--- src/hdl/hrm_pkg.sv ---
`default_nettype none

package hrm_pkg;

  // field widths
  localparam int DATA_W    = 16;
  localparam int TGT_W     = 4;
  localparam int CFG_IDX_W = 4;

  // default number of monitored targets
  localparam int NUM_TARGETS_DEF = 5;

  // register reset values
  localparam logic [DATA_W-1:0] POLL_RESET    = 16'd5000;
  localparam logic [DATA_W-1:0] TIMEOUT_RESET = 16'd2000;
  localparam logic [DATA_W-1:0] CNT_MAX       = 16'hFFFF;

  // register indexes
  localparam logic [CFG_IDX_W-1:0] REG_POLL_INTERVAL = 4'd0;
  localparam logic [CFG_IDX_W-1:0] REG_RESP_TIMEOUT  = 4'd1;

  // input beat kinds
  localparam logic MODE_TICK = 1'b0;
  localparam logic MODE_RESP = 1'b1;

  // output beat kinds
  localparam logic KIND_PROBE  = 1'b0;
  localparam logic KIND_REPORT = 1'b1;

endpackage

`default_nettype wire

--- src/hdl/hrm_ram.sv ---
`default_nettype none

module hrm_ram #(
  parameter int WIDTH = 17,
  parameter int DEPTH = 5,
  localparam int AW   = (DEPTH > 1) ? $clog2(DEPTH) : 1
) (
  input  wire logic             clk,
  input  wire logic             wr_en,
  input  wire logic [AW-1:0]    wr_addr,
  input  wire logic [WIDTH-1:0] wr_data,
  input  wire logic             rd_en,
  input  wire logic [AW-1:0]    rd_addr,
  output logic      [WIDTH-1:0] rd_data
);

  logic [WIDTH-1:0] mem [DEPTH];

  // one write port, one registered read port
  always_ff @(posedge clk) begin
    if (wr_en) begin
      mem[wr_addr] <= wr_data;
    end
    if (rd_en) begin
      rd_data <= mem[rd_addr];
    end
  end

endmodule

`default_nettype wire

--- src/hdl/heartbeat_round_monitor.sv ---
`default_nettype none

// Round-based liveness monitor over NUM_TARGETS targets.
// Input channel (in_valid/in_ready): each beat is a one-millisecond tick
// (mode 0) or a response from target "responder" (mode 1).
// Output channel (out_valid/out_ready): probe requests (kind 0) at round
// start and report entries (kind 1) at round end, in target order 0..N-1,
// with last set on the final beat of each burst.
// Config channel (cfg_valid/cfg_ready): index 0 poll interval, index 1
// response timeout, in milliseconds; always ready, write only while idle.
// Per-target state (pending flag and latency) lives in a small RAM.
// Sequence: a response in a round is a RAM read, then a write-back if the
// target was still pending; a probe burst makes one RAM write per target;
// a report makes one RAM read per entry.
// Input is not taken while a burst is in progress.
// The output register holds a beat until taken; a stalled receiver stalls
// the burst, and the block accepts new input once the last beat of a burst
// sits in the output register.
// Reset: registers back to defaults, no round active, no output pending;
// RAM contents are ignored until the first round start rewrites them.
module heartbeat_round_monitor
  import hrm_pkg::*;
#(
  parameter int NUM_TARGETS = NUM_TARGETS_DEF
) (
  input  wire logic                 clk,
  input  wire logic                 rst,
  // input beats
  input  wire logic                 in_valid,
  output logic                      in_ready,
  input  wire logic                 mode,
  input  wire logic [TGT_W-1:0]     responder,
  // output beats
  output logic                      out_valid,
  input  wire logic                 out_ready,
  output logic                      kind,
  output logic      [TGT_W-1:0]     target,
  output logic                      alive,
  output logic      [DATA_W-1:0]    latency,
  output logic                      last,
  // configuration writes
  input  wire logic                 cfg_valid,
  output logic                      cfg_ready,
  input  wire logic [CFG_IDX_W-1:0] cfg_index,
  input  wire logic [DATA_W-1:0]    cfg_data
);

  localparam int AW    = (NUM_TARGETS > 1) ? $clog2(NUM_TARGETS) : 1;
  localparam int CW    = $clog2(NUM_TARGETS + 1);
  localparam int WORDW = DATA_W + 1;
  localparam logic [AW-1:0] LAST_IDX = AW'(NUM_TARGETS - 1);

  typedef enum logic [2:0] {
    S_IDLE,
    S_RESP,
    S_PROBE,
    S_REP_RD,
    S_REP_WR
  } state_t;

  state_t            state;
  logic [DATA_W-1:0] poll_interval;
  logic [DATA_W-1:0] resp_timeout;
  logic              round_active;
  logic              polled_once;
  logic [DATA_W-1:0] round_elapsed;
  logic [DATA_W-1:0] since_poll;
  logic [CW-1:0]     pending_count;
  logic [AW-1:0]     idx;
  logic [AW-1:0]     resp_addr;

  logic              in_fire;
  logic              can_load;
  logic              load_beat;
  logic              resp_in_range;
  logic [DATA_W-1:0] elapsed_next;
  logic [DATA_W-1:0] since_next;

  logic              ram_wr_en;
  logic [AW-1:0]     ram_wr_addr;
  logic [WORDW-1:0]  ram_wr_data;
  logic              ram_rd_en;
  logic [AW-1:0]     ram_rd_addr;
  logic [WORDW-1:0]  ram_rd_data;
  logic              rd_pending;
  logic [DATA_W-1:0] rd_latency;

  assign in_ready  = (state == S_IDLE);
  assign cfg_ready = 1'b1;
  assign in_fire   = in_valid && in_ready;
  assign can_load  = !out_valid || out_ready;
  assign load_beat = ((state == S_PROBE) || (state == S_REP_WR)) && can_load;

  assign resp_in_range = ({1'b0, responder} < (TGT_W + 1)'(NUM_TARGETS));

  // saturating millisecond counters
  assign elapsed_next = (round_elapsed == CNT_MAX) ? round_elapsed : round_elapsed + 1'b1;
  assign since_next   = (since_poll == CNT_MAX) ? since_poll : since_poll + 1'b1;

  // per-target word: pending flag over latency
  assign rd_pending = ram_rd_data[DATA_W];
  assign rd_latency = ram_rd_data[DATA_W-1:0];

  // ram port control
  always_comb begin
    ram_rd_en   = 1'b0;
    ram_rd_addr = responder[AW-1:0];
    ram_wr_en   = 1'b0;
    ram_wr_addr = idx;
    ram_wr_data = {1'b1, {DATA_W{1'b0}}};
    unique case (state)
      S_IDLE: begin
        ram_rd_en = in_fire && (mode == MODE_RESP) && resp_in_range && round_active;
      end
      S_RESP: begin
        ram_wr_en   = rd_pending;
        ram_wr_addr = resp_addr;
        ram_wr_data = {1'b0, round_elapsed};
      end
      S_PROBE: begin
        ram_wr_en = can_load;
      end
      S_REP_RD: begin
        ram_rd_en   = 1'b1;
        ram_rd_addr = idx;
      end
      S_REP_WR: begin
        ram_rd_en = 1'b0;
      end
      default: begin
        ram_rd_en = 1'b0;
      end
    endcase
  end

  hrm_ram #(
    .WIDTH (WORDW),
    .DEPTH (NUM_TARGETS)
  ) u_target_ram (
    .clk     (clk),
    .wr_en   (ram_wr_en),
    .wr_addr (ram_wr_addr),
    .wr_data (ram_wr_data),
    .rd_en   (ram_rd_en),
    .rd_addr (ram_rd_addr),
    .rd_data (ram_rd_data)
  );

  // sequencer, counters and output register
  always_ff @(posedge clk) begin
    if (rst) begin
      state         <= S_IDLE;
      poll_interval <= POLL_RESET;
      resp_timeout  <= TIMEOUT_RESET;
      round_active  <= 1'b0;
      polled_once   <= 1'b0;
      round_elapsed <= '0;
      since_poll    <= '0;
      pending_count <= '0;
      idx           <= '0;
      out_valid     <= 1'b0;
    end else begin
      // configuration writes, unknown indexes dropped
      if (cfg_valid && cfg_ready) begin
        if (cfg_index == REG_POLL_INTERVAL) begin
          poll_interval <= cfg_data;
        end else if (cfg_index == REG_RESP_TIMEOUT) begin
          resp_timeout <= cfg_data;
        end
      end

      // output valid: set on a new beat, cleared once taken
      if (load_beat) begin
        out_valid <= 1'b1;
      end else if (out_ready) begin
        out_valid <= 1'b0;
      end

      unique case (state)
        S_IDLE: begin
          if (in_fire) begin
            if (mode == MODE_TICK) begin
              if (!round_active && (!polled_once || since_next >= poll_interval)) begin
                // round start: counters cleared, probes follow
                polled_once   <= 1'b1;
                since_poll    <= '0;
                round_elapsed <= '0;
                round_active  <= 1'b1;
                pending_count <= CW'(NUM_TARGETS);
                idx           <= '0;
                state         <= S_PROBE;
              end else begin
                round_elapsed <= elapsed_next;
                since_poll    <= since_next;
                if (round_active && (elapsed_next >= resp_timeout)) begin
                  round_active  <= 1'b0;
                  pending_count <= '0;
                  idx           <= '0;
                  state         <= S_REP_RD;
                end
              end
            end else if (resp_in_range && round_active) begin
              resp_addr <= responder[AW-1:0];
              state     <= S_RESP;
            end
          end
        end

        S_RESP: begin
          if (rd_pending) begin
            pending_count <= pending_count - 1'b1;
          end
          if (rd_pending && (pending_count == CW'(1))) begin
            round_active <= 1'b0;
            idx          <= '0;
            state        <= S_REP_RD;
          end else begin
            state <= S_IDLE;
          end
        end

        S_PROBE: begin
          if (can_load) begin
            kind    <= KIND_PROBE;
            target  <= TGT_W'(idx);
            alive   <= 1'b0;
            latency <= '0;
            last    <= (idx == LAST_IDX);
            if (idx == LAST_IDX) begin
              state <= S_IDLE;
            end else begin
              idx <= idx + 1'b1;
            end
          end
        end

        S_REP_RD: begin
          state <= S_REP_WR;
        end

        S_REP_WR: begin
          if (can_load) begin
            kind    <= KIND_REPORT;
            target  <= TGT_W'(idx);
            alive   <= !rd_pending;
            latency <= rd_pending ? '0 : rd_latency;
            last    <= (idx == LAST_IDX);
            if (idx == LAST_IDX) begin
              state <= S_IDLE;
            end else begin
              idx   <= idx + 1'b1;
              state <= S_REP_RD;
            end
          end
        end

        default: begin
          state <= S_IDLE;
        end
      endcase
    end
  end

endmodule

`default_nettype wire

--- config.mk ---
export PLATFORM = sky130hd
export DESIGN_NAME = heartbeat_round_monitor
export DESIGN_NICKNAME = d
export VERILOG_FILES = /design/src/hdl/hrm_pkg.sv /design/src/hdl/hrm_ram.sv /design/src/hdl/heartbeat_round_monitor.sv
export SDC_FILE = /design/constraint.sdc
export NUM_CORES = 1
export LEC_CHECK = 0
export ABC_CLOCK_PERIOD_IN_PS = 3780
export BUFFER_PORTS_ARGS = -buffer_cell sky130_fd_sc_hd__buf_2
export CORE_ASPECT_RATIO = 1.4
export CORE_UTILIZATION = 42
export CTS_CLUSTER_SIZE = 30
export DETAILED_ROUTE_END_ITERATION = 16
export GPL_TIMING_DRIVEN = 0
export SLEW_MARGIN = 0
export SYNTH_ARGS = -nofsm -noshare
export SYNTH_HDL_FRONTEND = slang
export SYNTH_SLANG_ARGS = --single-unit
--- constraint.sdc ---
create_clock -name clk -period 3.78 [get_ports clk]
set_input_delay 0.189 -clock clk [delete_from_list [all_inputs] [get_ports clk]]
set_output_delay 0.189 -clock clk [all_outputs]
set_load 0.03 [all_outputs]
==> results_dict.tcl <==
set metrics [dict create \
    seqPwrFrac_pct 49.8 \
    drtIter0Drc 378 \
    synth_async_sr_flop_share_pct 0 \
    ys_seq_area_share_pct 55.41 \
    avgSynthCellArea_um2 11.38 \
    start_util_pct 42.74 \
    setup_viol 0 \
    layout.cells.most_common_list "edfxtp_1, nand2_1, dfxtp_1" \
    worst_pin_slew_ns 0.9557 \
    ir_worst_vdd_mv 0.2617 \
    skew_ns 0.01956 \
    detail_route.vias_per_cell 5.351 \
    relSlewSlack_pct 36.22 \
    mostFrequentLayoutCell "edfxtp_1" \
    clock_latency_ns 0.49 \
    cp_common_cell "nand4_1" \
    worst-setup-path-type "reg -> reg" \
    fin_ws_ns 0.1372 \
    power.leakage_nw 4.258 \
    die_h_um 181.1 \
    drive_gt1_share_pct 20.44 \
    dp_hpwl_um 16220 \
    powerDensity_nw_per_um2 424.3 \
    cpMaxStageDelayCell "dfxtp_1" \
    drc 0 \
    wl_um 22350 \
    die_w_um 130.0 \
    tritoncts "yes" \
    core_area_um2 22530 \
    clock-sinks 203 \
    antenna_found_initial 0 \
    multi_input_area_um2 4074 \
    switching_share_pct 23.43 \
    r2r_start "round_elapsed[2]$_SDFFE_PP0P_" \
    status "finished, final reports clean" \
    yosys_warnings 0 \
    end_kind "flop" \
    syn-instance-count 846 \
    cp-start-kind "flop" \
    vias 6769 \
    grt_pass1_wl_um 35920 \
    synth_ff_type "edfxtp_1" \
    areaGrowthSynthToFinish_pct 19.04 \
    cp_data_required_time_ns 4.17 \
    clock_path_buffers 3 \
    root_buffer "clkbuf_16" \
    place_congestion 0.8766 \
    fp-row-count 65 \
    cap_violations 0 \
    fmax_ghz 0.2745 \
    path_clk_slew_ns 0.06 \
    min_period_ns 3.643 \
    synth_fp_nets 914 \
    synth_edf_count 127 \
    ant_nets 0 \
    p_comb_share_pct 9.5 \
    path_buf_inv 1 \
    wl_per_cell_um 17.67 \
    min_path_type "in -> reg" \
    ys_ff_latch 203 \
    grt_max_degree 18 \
    syn-cell-area_um2 9628 \
    seqCellArea_um2 5358 \
    clock_power_share_pct 40.7 \
    grt_pass1_vias 6814 \
    antenna-diode-count 0 \
    switchingPower_w 0.001140 \
    hp-start "out_ready" \
    num-fill-cells 2047 \
    cpPeakStageDelay_ns 0.48 \
    grt_usage_pct 19.90 \
    fin_util_pct 50.87 \
    cp_cell_sequence "nand4_1, nor3_4, nand4_1, buf_4, mux2_2, ha_1, nor2b_1, o211a_1, o311ai_2, a21oi_1, a211o_4, a31o_2, a41o_1" \
    ys_types 69 \
    post-route-period-util_pct 96.37 \
    pre_cts_ws_ns -0.5719 \
    finalHoldViolCount 0 \
    critPathTopFamily "compound AO/OA/AOI/OAI gates" \
    dr.pass1.iters 4 \
    io_pins 56 \
    cp-startpoint "round_elapsed[2]$_SDFFE_PP0P_" \
    fin_nets 1018 \
    htree_levels 1 \
    p_int_w 0.003724 \
    overflow 0 \
    crit_path_max_fanout 10 \
    die_area_um2 23540 \
    io_buffers 53 \
    cts_buffers 20 \
    slew_violations 0 \
    worstPathArrival_ns 4.03 \
]
==> logic make-up (layout without fill, tap and decap cells) <==
kind of cell	Yosys count	after routing	synth area share, %
and+or+nand+nor	279	279	14.76
DFF	203	203	55.41
AOI/OAI and AO/OA	165	165	11.12
buffers and inverters	97	215	4.314
muxes	41	41	7.459
adders and majority gates	38	38	4.938
xor gates and xnor gates	21	21	1.910
other	2	2	0.07800
==> timing repair <==
item	CTS	global route
pin swaps	3	3
setup endpoints to repair	41	40
setup buffers	3	3
hold buffers	19	0
resized for setup	21	35
hold endpoints to repair	33	0
==> through the flow <==
stage                     hold slack [ns]   TNS, ns  power (W)  std cells  area [um2]
after floorplan                    0.2879         0   0.002765        846        9628
after global placement             0.4146    -15.11   0.002899       1200       10270
after detailed placement           0.4158    -15.17   0.002914       1206       10380
after CTS                        0.005124         0   0.004905       1263       11320
after global routing              0.03655  -0.09618   0.005039       1265       11460
final                             0.01395         0   0.004863       1265       11460
==> final cells by class <==
type | instances | area share, %
sequential | 203 | 46.75
clock inverter | 13 | 1.015
buffer | 40 | 1.812
tap | 301 | 3.286
inverter | 55 | 1.823
multi-input combinational | 546 | 35.55
clock buffer | 23 | 4.651
timing repair buffer | 84 | 5.120
==> metal layers <==
| metal | wire (um) | track usage (%) | up-vias |
|---|---|---|---|
| li1 | - | - | 3329 |
| met4 | 989 | 10.00 | 0 |
| met5 | 0 | 0 | - |
| met2 | 11910 | 36.09 | 135 |
| met1 | 8918 | 22.87 | 3264 |
| met3 | 536 | 1.954 | 41 |
==> tightest hold or removal path: cells and delay by family <==
kind | cells | cell delay, ns
AOI/OAI and AO/OA | 1 | 0.06
and+or+nand+nor | 1 | 0.12
buffers and inverters | 1 | 0.09
==> Yosys cell counts, types with 8 or more instances <==
library cell / number / area (um2)
o211ai_1: 12 / 90.09
dfxtp_1: 76 / 1521
and3_1: 16 / 100.1
nand4_1: 13 / 81.33
mux2_2: 12 / 135.1
nor2_1: 38 / 142.6
inv_1: 53 / 198.9
o21ai_0: 21 / 105.1
edfxtp_1: 127 / 3814
a21oi_1: 67 / 335.3
xnor2_1: 14 / 122.6
a31oi_1: 10 / 62.56
mux2_4: 10 / 150.1
and2_1: 18 / 112.6
nor2b_1: 11 / 68.82
clkbuf_1: 28 / 105.1
nor3_1: 19 / 95.09
nand2_1: 91 / 341.6
ha_1: 38 / 475.5
nand3_1: 30 / 150.1
o31ai_1: 8 / 60.06
mux4_2: 10 / 225.2
==> final timing paths <==
kind	to	slack, ns	cells after the start
worst min-delay path	out_valid$_SDFFE_PP0P_	0.01	3
worst max register to register	pending_count[2]$_SDFFE_PP0P_	0.14	13
worst min register to register	target[2]$_DFFE_PP_	0.44	0
worst max-delay path	pending_count[2]$_SDFFE_PP0P_	0.14	13
==> power by group through the flow <==
stage / combinational, W / sequential, W / clock [W]
after global placement: 0.000424 / 0.00247 / 0
final: 0.000461 / 0.00242 / 0.00198
after detailed placement: 0.000440 / 0.00247 / 0
after global routing: 0.000505 / 0.00243 / 0.00211
after floorplan: 0.000271 / 0.00249 / 0
after CTS: 0.000459 / 0.00243 / 0.00202
==> registers in the layout, indices dropped and copies added, names as in the netlist, 3 cells and up <==
register	cells
resp_timeout	16
state	3
u_target_ram.rd_data	17
poll_interval	16
pending_count	3
idx	3
resp_addr	3
round_elapsed	16
latency	16
u_target_ram.mem	85
since_poll	16
target	3
(Power assumes the default switching activity.)
